[src/rtl/sha_pkg.sv]
// SHA-256 byte hasher package: operation codes, state encoding, round constants
// and the round/schedule helper functions. Used by all rtl modules.
package sha_pkg;

  typedef enum logic [1:0] {
    OP_ABSORB  = 2'd0,
    OP_DIGEST  = 2'd1,
    OP_RESTART = 2'd2,
    OP_NONE    = 2'd3
  } op_t;

  typedef enum logic [3:0] {
    ST_IDLE,
    ST_LOAD,
    ST_ROUND,
    ST_FOLD,
    ST_EMIT
  } state_t;

  localparam int BlockBytes = 64;
  localparam int LenOffset  = 56;
  localparam logic [7:0] PadByte = 8'h80;

  typedef logic [31:0] word_t;

  function automatic word_t init_word(input logic [2:0] idx);
    word_t v;
    v = 32'h0;
    case (idx)
      3'd0: v = 32'h6a09e667;
      3'd1: v = 32'hbb67ae85;
      3'd2: v = 32'h3c6ef372;
      3'd3: v = 32'ha54ff53a;
      3'd4: v = 32'h510e527f;
      3'd5: v = 32'h9b05688c;
      3'd6: v = 32'h1f83d9ab;
      3'd7: v = 32'h5be0cd19;
      default: v = 32'h0;
    endcase
    return v;
  endfunction

  localparam word_t RoundK [64] = '{
    32'h428a2f98, 32'h71374491, 32'hb5c0fbcf, 32'he9b5dba5,
    32'h3956c25b, 32'h59f111f1, 32'h923f82a4, 32'hab1c5ed5,
    32'hd807aa98, 32'h12835b01, 32'h243185be, 32'h550c7dc3,
    32'h72be5d74, 32'h80deb1fe, 32'h9bdc06a7, 32'hc19bf174,
    32'he49b69c1, 32'hefbe4786, 32'h0fc19dc6, 32'h240ca1cc,
    32'h2de92c6f, 32'h4a7484aa, 32'h5cb0a9dc, 32'h76f988da,
    32'h983e5152, 32'ha831c66d, 32'hb00327c8, 32'hbf597fc7,
    32'hc6e00bf3, 32'hd5a79147, 32'h06ca6351, 32'h14292967,
    32'h27b70a85, 32'h2e1b2138, 32'h4d2c6dfc, 32'h53380d13,
    32'h650a7354, 32'h766a0abb, 32'h81c2c92e, 32'h92722c85,
    32'ha2bfe8a1, 32'ha81a664b, 32'hc24b8b70, 32'hc76c51a3,
    32'hd192e819, 32'hd6990624, 32'hf40e3585, 32'h106aa070,
    32'h19a4c116, 32'h1e376c08, 32'h2748774c, 32'h34b0bcb5,
    32'h391c0cb3, 32'h4ed8aa4a, 32'h5b9cca4f, 32'h682e6ff3,
    32'h748f82ee, 32'h78a5636f, 32'h84c87814, 32'h8cc70208,
    32'h90befffa, 32'ha4506ceb, 32'hbef9a3f7, 32'hc67178f2
  };

  function automatic word_t ror(input word_t v, input int n);
    return (v >> n) | (v << (32 - n));
  endfunction

endpackage

[src/rtl/sha_block_ram.sv]
// Message block store: 16 x 32-bit words, byte writes, one registered read.
// Depends on sha_pkg.
module sha_block_ram
  import sha_pkg::*;
(
  input  logic       clk,
  input  logic       wr_en,
  input  logic [5:0] wr_addr,
  input  logic [7:0] wr_data,
  input  logic [3:0] rd_addr,
  output word_t      rd_data
);

  word_t mem [BlockBytes / 4];
  word_t rd_r;

  // write one byte into its lane, read one big-endian word
  always_ff @(posedge clk) begin
    if (wr_en) begin
      mem[wr_addr[5:2]][31 - 8*wr_addr[1:0] -: 8] <= wr_data;
    end
    rd_r <= mem[rd_addr];
  end

  assign rd_data = rd_r;

endmodule

[src/rtl/sha_round.sv]
// One SHA-256 compression round with a 16-word rolling message schedule.
// Depends on sha_pkg.
module sha_round
  import sha_pkg::*;
(
  input  logic       clk,
  input  logic       init,
  input  logic       step,
  input  logic [5:0] rnd,
  input  word_t      w_in,
  input  word_t      hv_in [8],
  output word_t      wv_out [8]
);

  word_t v_r [8];
  word_t sch_r [16];
  word_t w_cur, s0, s1, t1, t2, e, a;

  always_comb begin
    s0 = ror(sch_r[1], 7) ^ ror(sch_r[1], 18) ^ (sch_r[1] >> 3);
    s1 = ror(sch_r[14], 17) ^ ror(sch_r[14], 19) ^ (sch_r[14] >> 10);
    w_cur = (rnd < 6'd16) ? w_in : (s1 + sch_r[9] + s0 + sch_r[0]);
    e = v_r[4];
    a = v_r[0];
    t1 = v_r[7] + (ror(e, 6) ^ ror(e, 11) ^ ror(e, 25))
       + ((e & v_r[5]) ^ (~e & v_r[6])) + RoundK[rnd] + w_cur;
    t2 = (ror(a, 2) ^ ror(a, 13) ^ ror(a, 22))
       + ((a & v_r[1]) ^ (a & v_r[2]) ^ (v_r[1] & v_r[2]));
  end

  // load working vars or advance one round
  always_ff @(posedge clk) begin
    if (init) begin
      for (int i = 0; i < 8; i++) v_r[i] <= hv_in[i];
    end else if (step) begin
      v_r[7] <= v_r[6];
      v_r[6] <= v_r[5];
      v_r[5] <= v_r[4];
      v_r[4] <= v_r[3] + t1;
      v_r[3] <= v_r[2];
      v_r[2] <= v_r[1];
      v_r[1] <= v_r[0];
      v_r[0] <= t1 + t2;
      for (int i = 0; i < 15; i++) sch_r[i] <= sch_r[i + 1];
      sch_r[15] <= w_cur;
    end
  end

  assign wv_out = v_r;

endmodule

[src/rtl/sha256_byte_hasher.sv]
// SHA-256 byte hasher top level: control sequencer, chaining state, output
// register. Depends on sha_pkg, sha_block_ram and sha_round.
//
// Usage: input beats carry one operation each (absorb byte, digest, restart).
// Absorb writes the byte into the block memory; the 64th byte of a block
// starts a compression of load, 64 rounds and fold, during which in_tready
// is low. A digest pads a copy of the block and runs one compression (fill
// below 56) or two, then emits eight output beats, word 0 first, with tlast
// on word 7; the live state is unchanged. No byte is taken while the single
// shared round unit compresses a block.
// The rounds read message words from the block memory one per cycle; padding
// bytes are substituted on that read path, so the memory is never altered.
// Reset (rst_n low, synchronous) reloads the initial hash values and clears
// counts; block memory contents are not cleared. When the receiver stalls the
// current output beat holds and the next operation waits.
module sha256_byte_hasher
  import sha_pkg::*;
(
  input  logic        clk,
  input  logic        rst_n,
  input  logic        in_tvalid,
  output logic        in_tready,
  input  logic [7:0]  in_tdata,   // [7:0] data_byte
  input  logic [1:0]  in_tuser,   // [1:0] operation
  output logic        out_tvalid,
  input  logic        out_tready,
  output logic [39:0] out_tdata,  // [31:0] digest_word, [34:32] word_index, zero fill
  output logic        out_tlast   // last_word
);

  state_t      state_r, state_nxt;
  word_t       hv_r [8];
  word_t       tmp_r [8];
  logic [63:0] bits_r;
  logic [5:0]  fill_r;
  logic [6:0]  rnd_r;
  logic        dig_r;
  logic        second_r;
  logic        two_r;
  logic [2:0]  oidx_r;
  logic        in_fire;
  logic        ram_we;
  logic [3:0]  ram_ra;
  word_t       ram_rd;
  word_t       w_mux;
  word_t       wv [8];
  word_t       base [8];
  logic [5:0]  wrnd_r;
  logic [5:0]  bidx0, bidx;
  logic [7:0]  byt [4];

  assign in_tready = (state_r == ST_IDLE);
  assign in_fire   = in_tvalid && in_tready;
  assign ram_we    = in_fire && (op_t'(in_tuser) == OP_ABSORB);
  assign ram_ra    = rnd_r[3:0];

  sha_block_ram u_ram (
    .clk(clk), .wr_en(ram_we), .wr_addr(fill_r), .wr_data(in_tdata),
    .rd_addr(ram_ra), .rd_data(ram_rd)
  );

  // substitute padding on the memory read path
  always_comb begin
    bidx0 = {wrnd_r[3:0], 2'd0};
    for (int j = 0; j < 4; j++) begin
      bidx = bidx0 + 6'(j);
      byt[j] = ram_rd[31 - 8*j -: 8];
      if (dig_r) begin
        if (second_r) byt[j] = 8'h0;
        else if (bidx == fill_r) byt[j] = PadByte;
        else if (bidx > fill_r) byt[j] = 8'h0;
        if ((second_r || !two_r) && bidx >= 6'(LenOffset))
          byt[j] = bits_r[63 - 8*(32'(bidx) - LenOffset) -: 8];
      end
    end
    w_mux = {byt[0], byt[1], byt[2], byt[3]};
    for (int i = 0; i < 8; i++) base[i] = dig_r ? tmp_r[i] : hv_r[i];
  end

  sha_round u_round (
    .clk(clk), .init(state_r == ST_LOAD), .step(state_r == ST_ROUND),
    .rnd(wrnd_r), .w_in(w_mux), .hv_in(base), .wv_out(wv)
  );

  // next state
  always_comb begin
    state_nxt = state_r;
    unique case (state_r)
      ST_IDLE: begin
        if (in_fire) begin
          if (op_t'(in_tuser) == OP_DIGEST) state_nxt = ST_LOAD;
          else if (op_t'(in_tuser) == OP_ABSORB && fill_r == 6'd63) state_nxt = ST_LOAD;
        end
      end
      ST_LOAD:  state_nxt = ST_ROUND;
      ST_ROUND: if (wrnd_r == 6'd63) state_nxt = ST_FOLD;
      ST_FOLD: begin
        if (!dig_r) state_nxt = ST_IDLE;
        else if (two_r && !second_r) state_nxt = ST_LOAD;
        else state_nxt = ST_EMIT;
      end
      ST_EMIT:  if (out_tready && oidx_r == 3'd7) state_nxt = ST_IDLE;
      default:  state_nxt = ST_IDLE;
    endcase
  end

  always_ff @(posedge clk) begin
    if (!rst_n) state_r <= ST_IDLE;
    else state_r <= state_nxt;
  end

  // control and chaining state
  always_ff @(posedge clk) begin
    if (!rst_n) begin
      for (int i = 0; i < 8; i++) hv_r[i] <= init_word(3'(i));
      bits_r <= '0;
      fill_r <= '0;
      rnd_r <= '0;
      wrnd_r <= '0;
      dig_r <= 1'b0;
      second_r <= 1'b0;
      two_r <= 1'b0;
      oidx_r <= '0;
    end else begin
      unique case (state_r)
        ST_IDLE: begin
          rnd_r <= '0;
          wrnd_r <= '0;
          second_r <= 1'b0;
          oidx_r <= '0;
          if (in_fire) begin
            case (op_t'(in_tuser))
              OP_ABSORB: begin
                fill_r <= fill_r + 6'd1;
                bits_r <= bits_r + 64'd8;
                dig_r <= 1'b0;
              end
              OP_RESTART: begin
                for (int i = 0; i < 8; i++) hv_r[i] <= init_word(3'(i));
                bits_r <= '0;
                fill_r <= '0;
              end
              OP_DIGEST: begin
                dig_r <= 1'b1;
                two_r <= (fill_r >= 6'(LenOffset));
                for (int i = 0; i < 8; i++) tmp_r[i] <= hv_r[i];
              end
              default: ;
            endcase
          end
        end
        ST_LOAD: begin
          rnd_r <= 7'd1;
          wrnd_r <= '0;
        end
        ST_ROUND: begin
          rnd_r <= rnd_r + 7'd1;
          wrnd_r <= wrnd_r + 6'd1;
        end
        ST_FOLD: begin
          rnd_r <= '0;
          wrnd_r <= '0;
          if (dig_r) begin
            for (int i = 0; i < 8; i++) tmp_r[i] <= tmp_r[i] + wv[i];
            second_r <= 1'b1;
          end else begin
            for (int i = 0; i < 8; i++) hv_r[i] <= hv_r[i] + wv[i];
          end
        end
        ST_EMIT: if (out_tready) oidx_r <= oidx_r + 3'd1;
        default: ;
      endcase
    end
  end

  assign out_tvalid = (state_r == ST_EMIT);
  assign out_tdata  = {5'd0, oidx_r, tmp_r[oidx_r]};
  assign out_tlast  = (oidx_r == 3'd7);

`ifndef NO_ASSERTIONS
  a_no_in_while_emit: assert property (@(posedge clk) disable iff (!rst_n)
    out_tvalid |-> !in_tready) else $error("input taken during emit");
  a_idx_hold: assert property (@(posedge clk) disable iff (!rst_n)
    (out_tvalid && !out_tready) |=> $stable(oidx_r)) else $error("index moved on stall");
  a_fill_zero_after_block: assert property (@(posedge clk) disable iff (!rst_n)
    ($past(state_r) == ST_FOLD && !dig_r) |-> fill_r == 6'd0)
    else $error("block fold with fill not zero");
`endif

endmodule

[config.mk]
export PLATFORM = sky130hd
export DESIGN_NAME = sha256_byte_hasher
export DESIGN_NICKNAME = d
export VERILOG_FILES = /design/src/rtl/sha_pkg.sv /design/src/rtl/sha_block_ram.sv /design/src/rtl/sha_round.sv /design/src/rtl/sha256_byte_hasher.sv
export SDC_FILE = /design/constraint.sdc
export NUM_CORES = 2
export LEC_CHECK = 0
export BUFFER_PORTS_ARGS = -buffer_cell sky130_fd_sc_hd__buf_2
export CELL_PAD_IN_SITES_DETAIL_PLACEMENT = 1
export CELL_PAD_IN_SITES_GLOBAL_PLACEMENT = 2
export CORE_ASPECT_RATIO = 0.9
export CORE_MARGIN = 10
export CORE_UTILIZATION = 41
export CTS_CLUSTER_DIAMETER = 200
export DETAILED_ROUTE_END_ITERATION = 10
export PLACE_DENSITY_LB_ADDON = 0.05
export SETUP_SLACK_MARGIN = 0.02
export SYNTH_ARGS = -nofsm -noshare
export SYNTH_HDL_FRONTEND = slang
export SYNTH_SLANG_ARGS = --single-unit
[constraint.sdc]
create_clock -name clk -period 15.9 [get_ports clk]
set_input_delay 1.59 -clock clk [delete_from_list [all_inputs] [get_ports clk]]
set_output_delay 1.59 -clock clk [all_outputs]
set_load 0.01 [all_outputs]
# == Yosys cells after proc, flatten, opt, wreduce, memory -nomap -nowiden ==
# Memories as Yosys holds them, arrays and structs flattened. A register that Yosys moved wholly into a read port is not among the register bits.
# Index checks and enable logic that the tools add are counted.
# op_classes
add_sub_neg,44
magnitude_cmp,11
n_eq_ne,19
shift,6
muxes,140
bitwise,52
n_reduce_logical,29
# ops
op,n
$mux 32,76
$add 32x32->32,26
$mux 256,2
$xor 32x32->32,9
$shiftx 71x33->8,4
$and 32x32->32,5
$mux 8,20
$pmux 64 s2,1
$add 64x4->64 const B,1
$sub 7x10->11 const A,4
$shift 8x34->39 const A,1
$shiftx 8x34->39,1
$neg 32->34,1
$not 32->32,1
$or 10x32->32,1
$or 13x32->32,1
$or 14x32->32,1
$or 15x32->32,1
$or 19x32->32,1
$or 21x32->32,1
$or 25x32->32,1
$or 26x32->32,1
$or 30x32->32,1
$or 7x32->32,1
other kinds (45),139
# word_totals
register_bits,349
ram_bits,1536
rom_bits,2048
input_bits,14
out_inout_bits,43
mem_count,5
# memory_table
name,words,width,rd,rd_clocked_by_memory_dff,write_ports,line,source
(no name shown),64,32,1,0,0,sha_round.sv:26,+ ((e & v_r[5]) ^ (~e & v_r[6])) + RoundK[rnd] + w_cur;
u_ram.mem,16,32,1,1,1,sha_block_ram.sv:14,word_t mem [BlockBytes / 4];
u_round.sch_r,16,32,16,0,16,sha_round.sv:16,word_t sch_r [16];
hv_r,8,32,8,0,8,sha256_byte_hasher.sv:32,word_t hv_r [8];
tmp_r,8,32,9,1,8,sha256_byte_hasher.sv:33,word_t tmp_r [8];

# == Depth between registers and ports, before layout ==
# logic_depth
ltp_word,12
ltp_mapped,46

# == Cells and area by module ==
# Synthesis repeated with hierarchy kept, for this count alone.
# unflattened
cells_unflattened,9728
hier_area_um2,114693.8
# by_module_without_submodules
mod,instances,cells_per_inst,area_each_um2,seq_area_each_um2
sha256_byte_hasher,1,5614,52155.0,16836.1
sha_round,1,3168,42214.2,23062.1
sha_block_ram,1,946,20324.5,16015.4

# == Worst setup path after synthesis ==
# OpenSTA, ideal clock, no wires.
# synth_path
path_kind,reg2reg
from,register state_r[2]
to,memory u_round.sch_r[0][0] in the netlist's numbering (enable)
setup_time_ns,0.860
arrival_time_ns,10.587
required_ns,15.040
path_slack_ns,4.453
stages_incl_launch_ff,5
synth_period_minus_slack_ns,11.447
cell_sequence,dfxtp_1 clkbuf_1 nor2_1 nand2_1 inv_1
# synth_rtl
item,line,source
from (decl),sha256_byte_hasher.sv:31,"state_t state_r, state_nxt;"
from (signal assigned),sha256_byte_hasher.sv:109,else state_r <= state_nxt;
to (decl),sha_round.sv:16,

==> impl_metrics.csv <==
group,metric,value,unit
critical_path,critPathArrivalTime,11.63,ns
logic_synthesis,synth_mux_area_frac,0.0708,
place,gp_congestion,0.922,
floorplan,die_width,574,um
floorplan,core-area,276000,um^2
logic_synthesis,synthSimpleGateAreaFrac,0.0970,
clock_network,hold_buffers,0,
floorplan,die_h,519,um
global_route,grt_use_total,0.266,
logic_synthesis,ys_ff_latch,1913,
drt,wire_per_inst,29.5,um
drt,dr.pass1.iters,6,
logic_synthesis,synth_fa_ha_area_frac,0.111,
sta,fmax,90.2,MHz
clock_network,cts_buffer_depth,4,
clock_network,cts_root_buffer,"clkbuf_16",
place,dp_hpwl,304000,um
sta,skew,0.0967,ns
clock_network,cts_resized,0,
sta,finalMaxSlewViolations,0,
worst_hold_path,hold_path_class,"flop to flop",
clock_network,clk_pin_slew,0.07,ns
layout,synthToLayoutAreaGrowth,10.3,%
clock_network,cts.sinks,1913,
logic_synthesis,syn_inst,10055,
place,portBuffers,51,
logic_synthesis,synth_area_per_cell,11.3,um^2
clock_network,clock_latency,0.92,ns
logic_synthesis,yosysWarnings,0,
sta,finalCriticalPeriod,11.08,ns
clock_network,htreeDepth,4,
logic_synthesis,synth_compound_area_frac,0.135,
sta,period_share,0.697,
global_route,grt_pass1_wl,592000,um
global_route,grt_pass1_vias,81324,
critical_path,start_kind,"flop",
critical_path,worstSetupPathType,"flop to flop",
logic_synthesis,synth_top_flop_cell,"edfxtp_1",
floorplan,row_count,183,
clock_network,postCtsSetupBuffers,0,
sta,tns,0,ns
clock_network,cts_tree,"yes",
critical_path,cp_slowest_cell,"o31ai_1",
drt,vias,81903,
drt,drt_iter0_markers,8230,
floorplan,dieArea,298000,um^2
logic_synthesis,synth-edff-count,1760,
clock_network,numCtsBuffers,224,
logic_synthesis,synth_top_family_by_area,"compound AO/OA/AOI/OAI gates",
layout,seq_area,55900,um^2
global_route,antenna_found_initial,13,
layout,fin_nets,10910,
critical_path,end_kind,"flop",
layout,multi_input_area,54200,um^2
critical_path,path_buf_inv,3,
critical_path,worstPathRequired,16.45,ns
floorplan,ios,57,
logic_synthesis,synthXorXnorAreaFrac,0.0635,
drt,drt_drc_violations_left,0,
global_route,grt_overflow,0,
logic_synthesis,async_flop_share,0,
drt,drtAntennaViolNets,0,
critical_path,max_stage_delay,0.85,ns
critical_path,cp_top_family,"compound AO/OA/AOI/OAI gates",
logic_synthesis,synth_area,113000,um^2
logic_synthesis,yosysSeqAreaShare,0.494,
run_status,outcome,"finished, final reports clean",
sta,slew_headroom,0.0505,
logic_synthesis,synth_cell_types,93,
sta,hold_viol,0,
run,drv_cap,0,
global_route,grt_max_degree,195,
layout,drive_above_1_share,0.0776,
layout,fill_cells,29299,
drt,viasPerCell,5.88,
sta,finalSetupViolations,0,
critical_path,cp_max_fo,4,
sta,rsz0062_at_grt,"false",
sta,worst_pin_slew,1.41,ns
floorplan,initial_core_util,0.411,
drt,wl,411000,um
-- state kept, by name, summed over array words and instances, names as in the netlist, named ones only --
name and cells:
u_round.a 32, bits_r 61, state_r 3, u_ram.mem 512, u_round.e 32, second_r 1, dig_r 1, hv_r 256
oidx_r 3, u_round.wv_out 192, fill_r 6, u_ram.rd_data 32, two_r 1, tmp_r 256, u_round.sch_r 512, rnd_r 4
wrnd_r 6
-- logic make-up (layout without fill, tap and decap cells) --
| logic type | after synthesis | in the layout |
|---|---|---|
| AOI/OAI and AO/OA | 2491 | 2491 |
| xor gates and xnor gates | 821 | 821 |
| adders and majority gates | 887 | 887 |
| buffers and inverters | 874 | 1028 |
| DFF | 1913 | 1913 |
| muxes | 625 | 625 |
| other | 1 | 12 |
| and+or+nand+nor | 2443 | 2443 |
-- cells in the mapped netlist (16+ instances only) --
| cell type | n | area (um^2) |
|---|---|---|
| a211o_1 | 20 | 175 |
| a211oi_1 | 81 | 608 |
| a21boi_0 | 20 | 150 |
| a21o_1 | 256 | 1920 |
| a21oi_1 | 628 | 3140 |
| a221oi_1 | 44 | 385 |
| a22oi_1 | 41 | 308 |
| a31o_2 | 16 | 140 |
| a31oi_1 | 58 | 363 |
| and2_1 | 37 | 231 |
| and3_1 | 97 | 607 |
| buf_1 | 56 | 210 |
| clkbuf_1 | 369 | 1390 |
| dfxtp_1 | 153 | 3060 |
| edfxtp_1 | 1760 | 52900 |
| fa_1 | 203 | 4060 |
| ha_1 | 666 | 8330 |
| inv_1 | 439 | 1650 |
| maj3_1 | 18 | 180 |
| mux2_2 | 71 | 800 |
| mux2i_1 | 420 | 4200 |
| mux4_2 | 134 | 3020 |
| nand2_1 | 1004 | 3770 |
| nand2b_1 | 109 | 682 |
| nand3_1 | 120 | 601 |
| nand4_1 | 44 | 275 |
| nor2_1 | 644 | 2420 |
| nor2b_1 | 88 | 551 |
| nor3_1 | 128 | 641 |
| nor3b_1 | 20 | 150 |
| nor4_1 | 18 | 113 |
| o211ai_1 | 48 | 360 |
| o21a_1 | 94 | 706 |
| o21ai_0 | 857 | 4290 |
| o21bai_1 | 74 | 556 |
| o22ai_1 | 19 | 119 |
| o31ai_1 | 63 | 473 |
| or3_1 | 62 | 388 |
| xnor2_1 | 478 | 4190 |
| xor2_1 | 343 | 3000 |
-- worst reg2reg max path, delay by kind of cell, from the launching register on --
kind                       cells  cell delay, ns
and+or+nand+nor                6            1.30
xor gates and xnor gates       5            0.92
AOI/OAI and AO/OA             18            4.36
buffers and inverters          3            0.15
DFF                            1            0.48
adders and majority gates      8            3.51
-- layout make-up --
class | instances | share of cell area
Sequential cell | 1913 | 0.448
Multi-Input combinational cell | 7272 | 0.434
Clock buffer | 278 | 0.0472
Tap cell | 3700 | 0.0371
Inverter | 442 | 0.0134
Clock inverter | 134 | 0.0103
Timing Repair Buffer | 174 | 0.0101
Antenna cell | 7 | 0.000140
-- per-stage QoR --
step	cell area (um^2)	setup slack, ns	cells	hold slack (ns)	util
floorplan	113000	4.45	10059	0.400	-
global placement	118000	5.04	13501	0.400	0.427
detailed placement	118000	5.04	13501	0.405	0.427
CTS	125000	4.85	13913	0.325	0.453
global route	125000	3.99	13915	0.348	0.453
finish	125000	4.82	13920	0.333	0.453
-- path summary, 6_finish.rpt --
check                          to            startpoint  slack, ns  cells past startpoint
max                 u_round.a[31]  u_round.sch_r[0][41]       4.82                     40
min          u_round.sch_r[1][32]  u_round.sch_r[1][64]       0.33                      0
max reg2reg         u_round.a[31]  u_round.sch_r[0][41]       4.82                     40
min reg2reg  u_round.sch_r[1][32]  u_round.sch_r[1][64]       0.33                      0
-- cell usage in the layout (no fill, tap or decap), drive strengths merged, types with 62 or more instances in the layout --
| cell | synthesis | layout |
|---|---|---|
| fa | 203 | 203 |
| nand3 | 121 | 121 |
| a21o | 256 | 256 |
| nor2 | 646 | 646 |
| o21ai | 872 | 872 |
| inv | 439 | 440 |
| buf | 63 | 174 |
| o21a | 94 | 94 |
| nor3 | 128 | 128 |
| xor2 | 343 | 343 |
| or3 | 62 | 62 |
| ha | 666 | 666 |
| mux2 | 71 | 71 |
| xnor2 | 478 | 478 |
| a211oi | 83 | 83 |
| nand2 | 1004 | 1004 |
| clkbuf | 369 | 278 |
| mux2i | 420 | 420 |
| mux4 | 134 | 134 |
| nand2b | 109 | 109 |
| dfxtp | 153 | 153 |
| clkinv | 3 | 98 |
| a21oi | 630 | 630 |
| and3 | 97 | 97 |
| nor2b | 88 | 88 |
| edfxtp | 1760 | 1760 |
| o21bai | 74 | 74 |
| o31ai | 63 | 63 |
-- layer usage --
metal	vias up	GRT usage	part of all wire
met1	42178	0.425	0.50
li1	36965	-	-
met4	4	0.0486	0.019
met2	2382	0.377	0.41
met3	374	0.0436	0.069
met5	-	0.00289	0.00031
Power is not shown: default switching activity piles up to over one toggle a cycle in this logic, so the estimate is an artifact.
